`src/rtl/ssd_pkg.sv`:
```
package ssd_pkg;

    // fixed field widths
    localparam int BITS_PER_BYTE = 8;
    localparam int DIGIT_COUNT   = 4;
    localparam int FRAME_BITS    = 2 * BITS_PER_BYTE;
    localparam int CNT_W         = $clog2(FRAME_BITS);
    localparam int FUNC_W        = 2;
    localparam int POS_W         = $clog2(DIGIT_COUNT);
    localparam int VALUE_W       = 14;
    localparam int CHAR_W        = 8;
    localparam int DIGIT_W       = 4;

    localparam logic [VALUE_W-1:0]       NUMBER_LIMIT  = 14'd9999;
    localparam logic [BITS_PER_BYTE-1:0] BLANK_PATTERN = 8'hFF;

    // command codes
    localparam logic [FUNC_W-1:0] FUNC_NUMBER = 2'd0;
    localparam logic [FUNC_W-1:0] FUNC_DIGIT  = 2'd1;
    localparam logic [FUNC_W-1:0] FUNC_CHAR   = 2'd2;

    // one queued frame: segment byte, digit position, end of command
    typedef struct packed {
        logic [BITS_PER_BYTE-1:0] seg;
        logic [POS_W-1:0]         pos;
        logic                     last;
    } frame_t;

    typedef enum logic {
        F_IDLE,
        F_DIGITS
    } front_state_t;

    // active-low segment pattern of a decimal digit, blank above nine
    function automatic logic [BITS_PER_BYTE-1:0] digit_pattern(input logic [DIGIT_W-1:0] d);
        logic [BITS_PER_BYTE-1:0] p;
        case (d)
            4'd0:    p = 8'hC0;
            4'd1:    p = 8'hF9;
            4'd2:    p = 8'hA4;
            4'd3:    p = 8'hB0;
            4'd4:    p = 8'h99;
            4'd5:    p = 8'h92;
            4'd6:    p = 8'h82;
            4'd7:    p = 8'hF8;
            4'd8:    p = 8'h80;
            4'd9:    p = 8'h90;
            default: p = BLANK_PATTERN;
        endcase
        return p;
    endfunction

    // letter pattern by the low five bits of the code, 1 is A
    function automatic logic [BITS_PER_BYTE-1:0] letter_pattern(input logic [4:0] l);
        logic [BITS_PER_BYTE-1:0] p;
        case (l)
            5'd1:    p = 8'h88;
            5'd2:    p = 8'h83;
            5'd3:    p = 8'hC6;
            5'd4:    p = 8'hA1;
            5'd5:    p = 8'h86;
            5'd6:    p = 8'h8E;
            5'd7:    p = 8'hC2;
            5'd8:    p = 8'h89;
            5'd9:    p = 8'hCF;
            5'd10:   p = 8'hE1;
            5'd11:   p = 8'h8A;
            5'd12:   p = 8'hC7;
            5'd13:   p = 8'hEA;
            5'd14:   p = 8'hC8;
            5'd15:   p = 8'hC0;
            5'd16:   p = 8'h8C;
            5'd17:   p = 8'h4A;
            5'd18:   p = 8'hCC;
            5'd19:   p = 8'h92;
            5'd20:   p = 8'h87;
            5'd21:   p = 8'hC1;
            5'd22:   p = 8'hC1;
            5'd23:   p = 8'hD5;
            5'd24:   p = 8'h89;
            5'd25:   p = 8'h91;
            5'd26:   p = 8'hA4;
            default: p = BLANK_PATTERN;
        endcase
        return p;
    endfunction

    // upper and lower case letters share the low five bits; all else blank
    function automatic logic [BITS_PER_BYTE-1:0] char_pattern(input logic [CHAR_W-1:0] c);
        logic [BITS_PER_BYTE-1:0] p;
        if (c[7:6] == 2'b01)
            p = letter_pattern(c[4:0]);
        else
            p = BLANK_PATTERN;
        return p;
    endfunction

    // digit-select byte, high nibble always set
    function automatic logic [BITS_PER_BYTE-1:0] select_pattern(input logic [POS_W-1:0] pos);
        logic [BITS_PER_BYTE-1:0] p;
        case (pos)
            2'd0:    p = 8'hF1;
            2'd1:    p = 8'hF2;
            2'd2:    p = 8'hF4;
            default: p = 8'hF8;
        endcase
        return p;
    endfunction

    // decimal weight of a digit position, thousands first
    function automatic logic [VALUE_W-1:0] digit_weight(input logic [POS_W-1:0] pos);
        logic [VALUE_W-1:0] w;
        case (pos)
            2'd0:    w = 14'd1000;
            2'd1:    w = 14'd100;
            2'd2:    w = 14'd10;
            default: w = 14'd1;
        endcase
        return w;
    endfunction

endpackage

```
`src/rtl/ssd_fifo.sv`:
```
module ssd_fifo
    import ssd_pkg::*;
#(
    parameter int DEPTH = 4
)
(
    input  logic   clk,
    input  logic   rst_n,
    input  logic   push,
    input  frame_t push_frame,
    output logic   full,
    input  logic   pop,
    output frame_t pop_frame,
    output logic   empty
);

    localparam int PTR_W = $clog2(DEPTH);
    localparam int CNT_W = $clog2(DEPTH + 1);

    frame_t             mem [DEPTH];
    logic [PTR_W-1:0]   wr_ptr_reg;
    logic [PTR_W-1:0]   wr_ptr_next;
    logic [PTR_W-1:0]   rd_ptr_reg;
    logic [PTR_W-1:0]   rd_ptr_next;
    logic [CNT_W-1:0]   count_reg;
    logic [CNT_W-1:0]   count_next;
    logic               do_push;
    logic               do_pop;

    assign full      = (count_reg == CNT_W'(DEPTH));
    assign empty     = (count_reg == '0);
    assign do_push   = push && !full;
    assign do_pop    = pop && !empty;
    assign pop_frame = mem[rd_ptr_reg];

    // pointer wrap and fill count
    always_comb
    begin
        wr_ptr_next = wr_ptr_reg;
        rd_ptr_next = rd_ptr_reg;
        count_next  = count_reg;
        if (do_push)
        begin
            wr_ptr_next = (wr_ptr_reg == PTR_W'(DEPTH - 1)) ? '0 : wr_ptr_reg + 1'b1;
        end
        if (do_pop)
        begin
            rd_ptr_next = (rd_ptr_reg == PTR_W'(DEPTH - 1)) ? '0 : rd_ptr_reg + 1'b1;
        end
        case ({do_push, do_pop})
            2'b10:   count_next = count_reg + 1'b1;
            2'b01:   count_next = count_reg - 1'b1;
            default: count_next = count_reg;
        endcase
    end

    always_ff @(posedge clk or negedge rst_n)
    begin
        if (!rst_n)
        begin
            wr_ptr_reg <= '0;
            rd_ptr_reg <= '0;
            count_reg  <= '0;
        end
        else
        begin
            wr_ptr_reg <= wr_ptr_next;
            rd_ptr_reg <= rd_ptr_next;
            count_reg  <= count_next;
        end
    end

    // frame storage
    always_ff @(posedge clk)
    begin
        if (do_push)
        begin
            mem[wr_ptr_reg] <= push_frame;
        end
    end

endmodule

```
`src/rtl/ssd_front.sv`:
```
module ssd_front
    import ssd_pkg::*;
(
    input  logic                clk,
    input  logic                rst_n,
    input  logic                start,
    output logic                busy,
    input  logic [FUNC_W-1:0]   func,
    input  logic [POS_W-1:0]    position,
    input  logic [VALUE_W-1:0]  value,
    input  logic [CHAR_W-1:0]   character,
    output logic                push,
    output frame_t              push_frame,
    input  logic                full
);

    front_state_t           state_reg;
    front_state_t           state_next;
    logic [VALUE_W-1:0]     rem_reg;
    logic [VALUE_W-1:0]     rem_next;
    logic [POS_W-1:0]       dig_reg;
    logic [POS_W-1:0]       dig_next;
    logic                   accept;
    logic [VALUE_W-1:0]     weight;
    logic [DIGIT_W-1:0]     digit;
    logic [VALUE_W+DIGIT_W-1:0] taken;

    assign busy   = (state_reg != F_IDLE) || full;
    assign accept = start && !busy;

    // one decimal digit per cycle while the queue is not full: count how many multiples of the weight fit
    always_comb
    begin
        weight = digit_weight(dig_reg);
        digit  = '0;
        for (int k = 1; k <= 9; k++)
        begin
            if ({{DIGIT_W{1'b0}}, rem_reg} >= (DIGIT_W + VALUE_W)'(k) * {{DIGIT_W{1'b0}}, weight})
            begin
                digit = DIGIT_W'(k);
            end
        end
        taken = (DIGIT_W + VALUE_W)'(digit) * {{DIGIT_W{1'b0}}, weight};
    end

    // next state
    always_comb
    begin
        state_next = state_reg;
        case (state_reg)
            F_IDLE:
            begin
                if (accept && func == FUNC_NUMBER && value <= NUMBER_LIMIT)
                begin
                    state_next = F_DIGITS;
                end
            end
            F_DIGITS:
            begin
                if (!full && dig_reg == POS_W'(DIGIT_COUNT - 1))
                begin
                    state_next = F_IDLE;
                end
            end
            default: state_next = F_IDLE;
        endcase
    end

    // outputs and digit registers
    always_comb
    begin
        push       = 1'b0;
        push_frame = '0;
        rem_next   = rem_reg;
        dig_next   = dig_reg;
        case (state_reg)
            F_IDLE:
            begin
                if (accept)
                begin
                    case (func)
                        FUNC_NUMBER:
                        begin
                            rem_next = value;
                            dig_next = '0;
                        end
                        FUNC_DIGIT:
                        begin
                            push            = 1'b1;
                            push_frame.seg  = (value <= VALUE_W'(9)) ?
                                              digit_pattern(value[DIGIT_W-1:0]) : BLANK_PATTERN;
                            push_frame.pos  = position;
                            push_frame.last = 1'b1;
                        end
                        FUNC_CHAR:
                        begin
                            push            = 1'b1;
                            push_frame.seg  = char_pattern(character);
                            push_frame.pos  = position;
                            push_frame.last = 1'b1;
                        end
                        default:
                        begin
                            push = 1'b0;
                        end
                    endcase
                end
            end
            F_DIGITS:
            begin
                if (!full)
                begin
                    push            = 1'b1;
                    push_frame.seg  = digit_pattern(digit);
                    push_frame.pos  = dig_reg;
                    push_frame.last = (dig_reg == POS_W'(DIGIT_COUNT - 1));
                    rem_next        = rem_reg - taken[VALUE_W-1:0];
                    dig_next        = dig_reg + 1'b1;
                end
            end
            default:
            begin
                push = 1'b0;
            end
        endcase
    end

    always_ff @(posedge clk or negedge rst_n)
    begin
        if (!rst_n)
        begin
            state_reg <= F_IDLE;
            dig_reg   <= '0;
        end
        else
        begin
            state_reg <= state_next;
            dig_reg   <= dig_next;
        end
    end

    always_ff @(posedge clk)
    begin
        rem_reg <= rem_next;
    end

endmodule

```
`src/rtl/ssd_back.sv`:
```
module ssd_back
    import ssd_pkg::*;
(
    input  logic   clk,
    input  logic   rst_n,
    input  logic   empty,
    input  frame_t pop_frame,
    output logic   pop,
    output logic   strobe,
    output logic   data_bit,
    output logic   latch_after,
    output logic   last
);

    logic [FRAME_BITS-1:0] shift_reg;
    logic [FRAME_BITS-1:0] shift_next;
    logic [CNT_W-1:0]      cnt_reg;
    logic [CNT_W-1:0]      cnt_next;
    logic                  active_reg;
    logic                  active_next;
    logic                  last_reg;
    logic                  last_next;
    logic                  end_bit;

    assign end_bit     = active_reg && (cnt_reg == CNT_W'(FRAME_BITS - 1));
    assign pop         = (!active_reg || end_bit) && !empty;

    // serial word on the registered shifter, msb first
    assign strobe      = active_reg;
    assign data_bit    = shift_reg[FRAME_BITS-1];
    assign latch_after = end_bit;
    assign last        = end_bit && last_reg;

    // load a frame when idle or on the last bit of the current one
    always_comb
    begin
        shift_next  = shift_reg;
        cnt_next    = cnt_reg;
        active_next = active_reg;
        last_next   = last_reg;
        if (pop)
        begin
            shift_next  = {pop_frame.seg, select_pattern(pop_frame.pos)};
            cnt_next    = '0;
            active_next = 1'b1;
            last_next   = pop_frame.last;
        end
        else if (end_bit)
        begin
            active_next = 1'b0;
        end
        else if (active_reg)
        begin
            shift_next = {shift_reg[FRAME_BITS-2:0], 1'b0};
            cnt_next   = cnt_reg + 1'b1;
        end
    end

    always_ff @(posedge clk or negedge rst_n)
    begin
        if (!rst_n)
        begin
            active_reg <= 1'b0;
            cnt_reg    <= '0;
        end
        else
        begin
            active_reg <= active_next;
            cnt_reg    <= cnt_next;
        end
    end

    always_ff @(posedge clk)
    begin
        shift_reg <= shift_next;
        last_reg  <= last_next;
    end

endmodule

```
`src/rtl/seven_segment_serial_driver.sv`:
```
// channel   signals                                   handshake
// command   func, position, value, character          start high, busy low
// bit word  data_bit, latch_after, last                strobe, one cycle, no stall
//
// each frame is 16 bits at one bit per cycle, set by the single serial
// shifter in the back end; a number is four frames, a digit or character one.
// the front end splits a number into the frame queue one digit per cycle unless
// it is full, so a new command is taken while earlier frames are still shifting out.
// busy is high while a number is being split or the frame queue is full.
// reset clears the queue, the decoder and the shifter; no clearing pass.
module seven_segment_serial_driver
    import ssd_pkg::*;
#(
    parameter int FIFO_DEPTH = 4
)
(
    input  logic               clk,
    input  logic               rst_n,
    input  logic               start,
    output logic               busy,
    input  logic [FUNC_W-1:0]  func,
    input  logic [POS_W-1:0]   position,
    input  logic [VALUE_W-1:0] value,
    input  logic [CHAR_W-1:0]  character,
    output logic               strobe,
    output logic               data_bit,
    output logic               latch_after,
    output logic               last
);

    logic   push;
    frame_t push_frame;
    logic   full;
    logic   pop;
    frame_t pop_frame;
    logic   empty;

    // command decode and digit split
    ssd_front u_front
    (
        .clk        (clk),
        .rst_n      (rst_n),
        .start      (start),
        .busy       (busy),
        .func       (func),
        .position   (position),
        .value      (value),
        .character  (character),
        .push       (push),
        .push_frame (push_frame),
        .full       (full)
    );

    // frame queue
    ssd_fifo #(
        .DEPTH (FIFO_DEPTH)
    ) u_fifo
    (
        .clk        (clk),
        .rst_n      (rst_n),
        .push       (push),
        .push_frame (push_frame),
        .full       (full),
        .pop        (pop),
        .pop_frame  (pop_frame),
        .empty      (empty)
    );

    // serializer
    ssd_back u_back
    (
        .clk         (clk),
        .rst_n       (rst_n),
        .empty       (empty),
        .pop_frame   (pop_frame),
        .pop         (pop),
        .strobe      (strobe),
        .data_bit    (data_bit),
        .latch_after (latch_after),
        .last        (last)
    );

    // end of command only on a frame end
    assert property (@(posedge clk) disable iff (!rst_n)
        last |-> (latch_after && strobe))
        else $error("last word without frame end");

    // latch mark only on a shown word
    assert property (@(posedge clk) disable iff (!rst_n)
        latch_after |-> strobe)
        else $error("latch mark without strobe");

    // a frame is never cut short
    assert property (@(posedge clk) disable iff (!rst_n)
        (strobe && !latch_after) |=> strobe)
        else $error("frame interrupted");

    // a valid number keeps the front busy while it is split
    assert property (@(posedge clk) disable iff (!rst_n)
        (start && !busy && func == FUNC_NUMBER && value <= NUMBER_LIMIT) |=> busy)
        else $error("number split not started");

endmodule

```
`config.mk`:
```
export PLATFORM = sky130hd
export DESIGN_NAME = seven_segment_serial_driver
export DESIGN_NICKNAME = d
export VERILOG_FILES = /design/src/rtl/ssd_pkg.sv /design/src/rtl/ssd_fifo.sv /design/src/rtl/ssd_front.sv /design/src/rtl/ssd_back.sv /design/src/rtl/seven_segment_serial_driver.sv
export SDC_FILE = /design/constraint.sdc
export NUM_CORES = 1
export LEC_CHECK = 0
export ABC_CLOCK_PERIOD_IN_PS = 9200
export BUFFER_PORTS_ARGS = -buffer_cell sky130_fd_sc_hd__buf_2
export CAP_MARGIN = 20
export CORE_MARGIN = 2
export CORE_UTILIZATION = 45
export DETAILED_ROUTE_END_ITERATION = 7
export PLACE_DENSITY_LB_ADDON = 0.3
export SLEW_MARGIN = 20
export SYNTH_ARGS = -nofsm -noshare
export SYNTH_HDL_FRONTEND = slang
export SYNTH_SLANG_ARGS = --single-unit
export TNS_END_PERCENT = 50
```
`constraint.sdc`:
```
create_clock -name clk -period 9.2 [get_ports clk]
set_input_delay 1.84 -clock clk [delete_from_list [all_inputs] [get_ports clk]]
set_output_delay 1.84 -clock clk [all_outputs]
set_load 0.01 [all_outputs]
```
==> summary.md <==
| Metric | Value |
|---|---|
| Run status | finished with violations |
| Failing checks | DRC |
| Dominant synthesized flop cell | edfxtp_1 |
| Initial DRC Count | 448 |
| Synth Instances | 853 |
| Final setup viols | 0 |
| Post-Syn Area | 8330 sq um |
| Final setup skew | 0.0129 ns |
| Core Box Area | 18100 sq um |
| Req. time, crit path | 9.31 ns |
| Layout area overhead | 8.35% |
| H-tree depth | 3 |
| CTS tree | built |
| Hpwl dp | 14500 microns |
| Setup CP Type | reg -> reg |
| First-pass DRT Iterations | 8 |
| GR Util met2 | 0.324 |
| Die Width | 140 microns |
| Post-Place Cells | 1095 |
| Sequential area share after synthesis | 0.316 |
| Filler cells | 1642 |
| Fin. Hold Viols | 0 |
| Final worst-path cycle share | 0.863 |
| Hold Startpoint | u_fifo.count_reg[2] |
| First-pass GRT wire length | 31300 microns |
| Routed WL | 18500 microns |
| Final Slew Violations | 0 |
| Pin count of the biggest net entering global routing | 24 |
| Initial antenna violation count | 0 |
| Top-Level Pins | 34 |
| Die area | 19600 sq um |
| Multi-input gate area | 5250 sq um |
| GRT Util Overall | 0.197 |
| Worst setup startpoint | u_front.dig_reg[1] |
| Rows | 49 |
| Sequential cell area | 2630 sq um |
| Post-synth cell types | 73 |
| GRT overflow | 0 |
| Max reg flops | 44 |
| Setup TNS Final | 0 ns |
| Avg WL per Cell | 16.6 microns |
| Most used routing layer | met2 |
| Vias in the first global route | 6247 |
| Mapped Nets | 1031 |
| Met3 usage | 0.0243 |
| DRT antenna net count | 0 |
| Hold Buf Count CTS | 0 |
| Ys async rst share | 0.167 |
| Fmax | 0.126 GHz |
| Share of cells above drive strength 1 | 0.0975 |
| Cts repair resizes | 0 |
| Root Buffer | clkbuf_16 |
| Reg2reg start | u_front.dig_reg[1] |
| Via density | 5.67 |
| Clk Latency, worst-skew pair | 0.35 ns |
| Critical Path AT | 8.06 ns |
| Placer Congestion | 0.897 |
| Worst Max-Slew Pin Slew | 1.08 ns |
| Critical path launch point type | register |
| Die height | 140 microns |
| Worst-path clk slew | 0.08 ns |
| Starting Density | 0.460 |
| Maxcap violations | 0 |
| RSZ-0062 raised after global routing | no |
| Post-CTS setup buffers | 0 |
| Register bit total from synthesis | 90 |
| Port bufs | 32 |
| Post-synth EDFFs | 75 |
| Syn avg cell area | 9.76 sq um |
| Slew HR | 0.272 |
| Met1 usage | 0.280 |
| Critical Path End Type | register |
| Final #Nets | 1055 |
| DRC errors left | 4 |
| Fin crit period | 7.94 ns |
| Longest Clk Path Bufs | 2 |
| Top fanout value on the critical path | 16 |
| Via count | 6305 |
| Post-route non-filler standard cell count | 1112 |
| Total CTS buffers | 9 |
| Warning count from the yosys run | 0 |
| Hold Path Class | reg -> reg |
| Clk sinks | 90 |
==> cell usage after synthesis (6+ instances only) <==
cell type / count / share of area
o21ai_0: 42 / 0.025
ha_1: 124 / 0.19
fa_1: 25 / 0.060
nand2b_1: 18 / 0.014
nand4_1: 6 / 0.0045
o21a_1: 8 / 0.0072
a21o_1: 14 / 0.013
a211oi_1: 7 / 0.0063
o211ai_1: 14 / 0.013
mux4_2: 12 / 0.032
a211o_1: 7 / 0.0074
nor2b_1: 13 / 0.0098
o31ai_1: 7 / 0.0063
nor2_1: 59 / 0.027
nor3_1: 17 / 0.010
nand2_1: 78 / 0.035
and3_1: 7 / 0.0053
mux2_2: 10 / 0.014
clkbuf_1: 16 / 0.0072
inv_1: 96 / 0.043
dfrtp_1: 15 / 0.045
and2_1: 15 / 0.011
mux2i_1: 10 / 0.012
edfxtp_1: 75 / 0.27
xnor2_1: 17 / 0.018
nand3_1: 22 / 0.013
a21oi_1: 34 / 0.020
==> kinds of logic after synthesis <==
logic type               share of synthesized area
flip-flops                                   0.316
adder cells (fa/ha/maj)                      0.246
buffers and inverters                       0.0547
AO/OA/AOI/OAI                                0.154
XOR/XNOR                                    0.0221
AND/OR/NAND/NOR                              0.149
multiplexers                                0.0580
==> metrics by stage <==
stage	cell area, sq um	hold slack, ns	util	setup WS [ns]
final	9020	0.487	0.499	1.26
after global routing	9020	0.520	0.499	0.812
after CTS	9010	0.492	0.498	1.27
after detailed placement	8710	0.483	0.481	1.33
after global placement	8710	0.485	0.481	1.39
after floorplan	8330	0.457	-	2.41
==> layout by cell type (no fill, tap or decap), drive strengths merged, types with 22 or more instances in the layout <==
cell and instances:
ha 124, fa 25, edfxtp 75, a21oi 35, nand3 22, nor2 59
nand2 78, o21ai 44, buf 36, inv 99
==> layout make-up <==
type,instances,share of cell area
tap,229,0.0318
clock buffer,9,0.0250
clock inverter,7,0.00901
sequential,90,0.291
multi-input combinational,644,0.582
timing repair buffer,36,0.0211
antenna,1,0.000277
inverter,96,0.0399
==> worst max-delay path: stages (launching register included) <==
cell	delay [ns]
dfrtp_1	0.36
buf_4	0.20
inv_1	0.25
ha_1	0.48
inv_1	0.25
mux2i_1	0.25
ha_1	0.30
a211o_1	0.32
o221ai_1	0.17
a21oi_1	0.08
o31ai_1	0.20
nand3_1	0.32
nor4_4	0.84
nor3_1	0.22
inv_1	0.22
fa_1	0.48
fa_1	0.55
inv_1	0.05
fa_1	0.51
inv_1	0.04
ha_1	0.35
and2_1	0.17
a31oi_1	0.14
o311ai_1	0.18
a21o_1	0.23
a21oi_1	0.18
xnor2_1	0.09
mux2_2	0.26
==> routing by layer <==
metal,vias to the layer above,wire (microns)
met4,0,200
met1,3035,9070
met3,18,595
met2,113,8600
li1,3139,-
met5,-,0
==> final timing paths <==
path                                   endpoint  slack (ns)  depth (start not counted)
max                         u_front.rem_reg[12]        1.26                         27
min                         u_fifo.count_reg[2]        0.49                          1
max reg2reg                 u_front.rem_reg[12]        1.26                         27
min reg2reg                 u_fifo.count_reg[2]        0.49                          1
max in group asynchronous  u_fifo.wr_ptr_reg[1]        7.53                          1
min in group asynchronous     u_back.cnt_reg[2]        1.40                          1
Power is not shown: default switching activity piles up to over one toggle a cycle in this logic, so the estimate is an artifact.
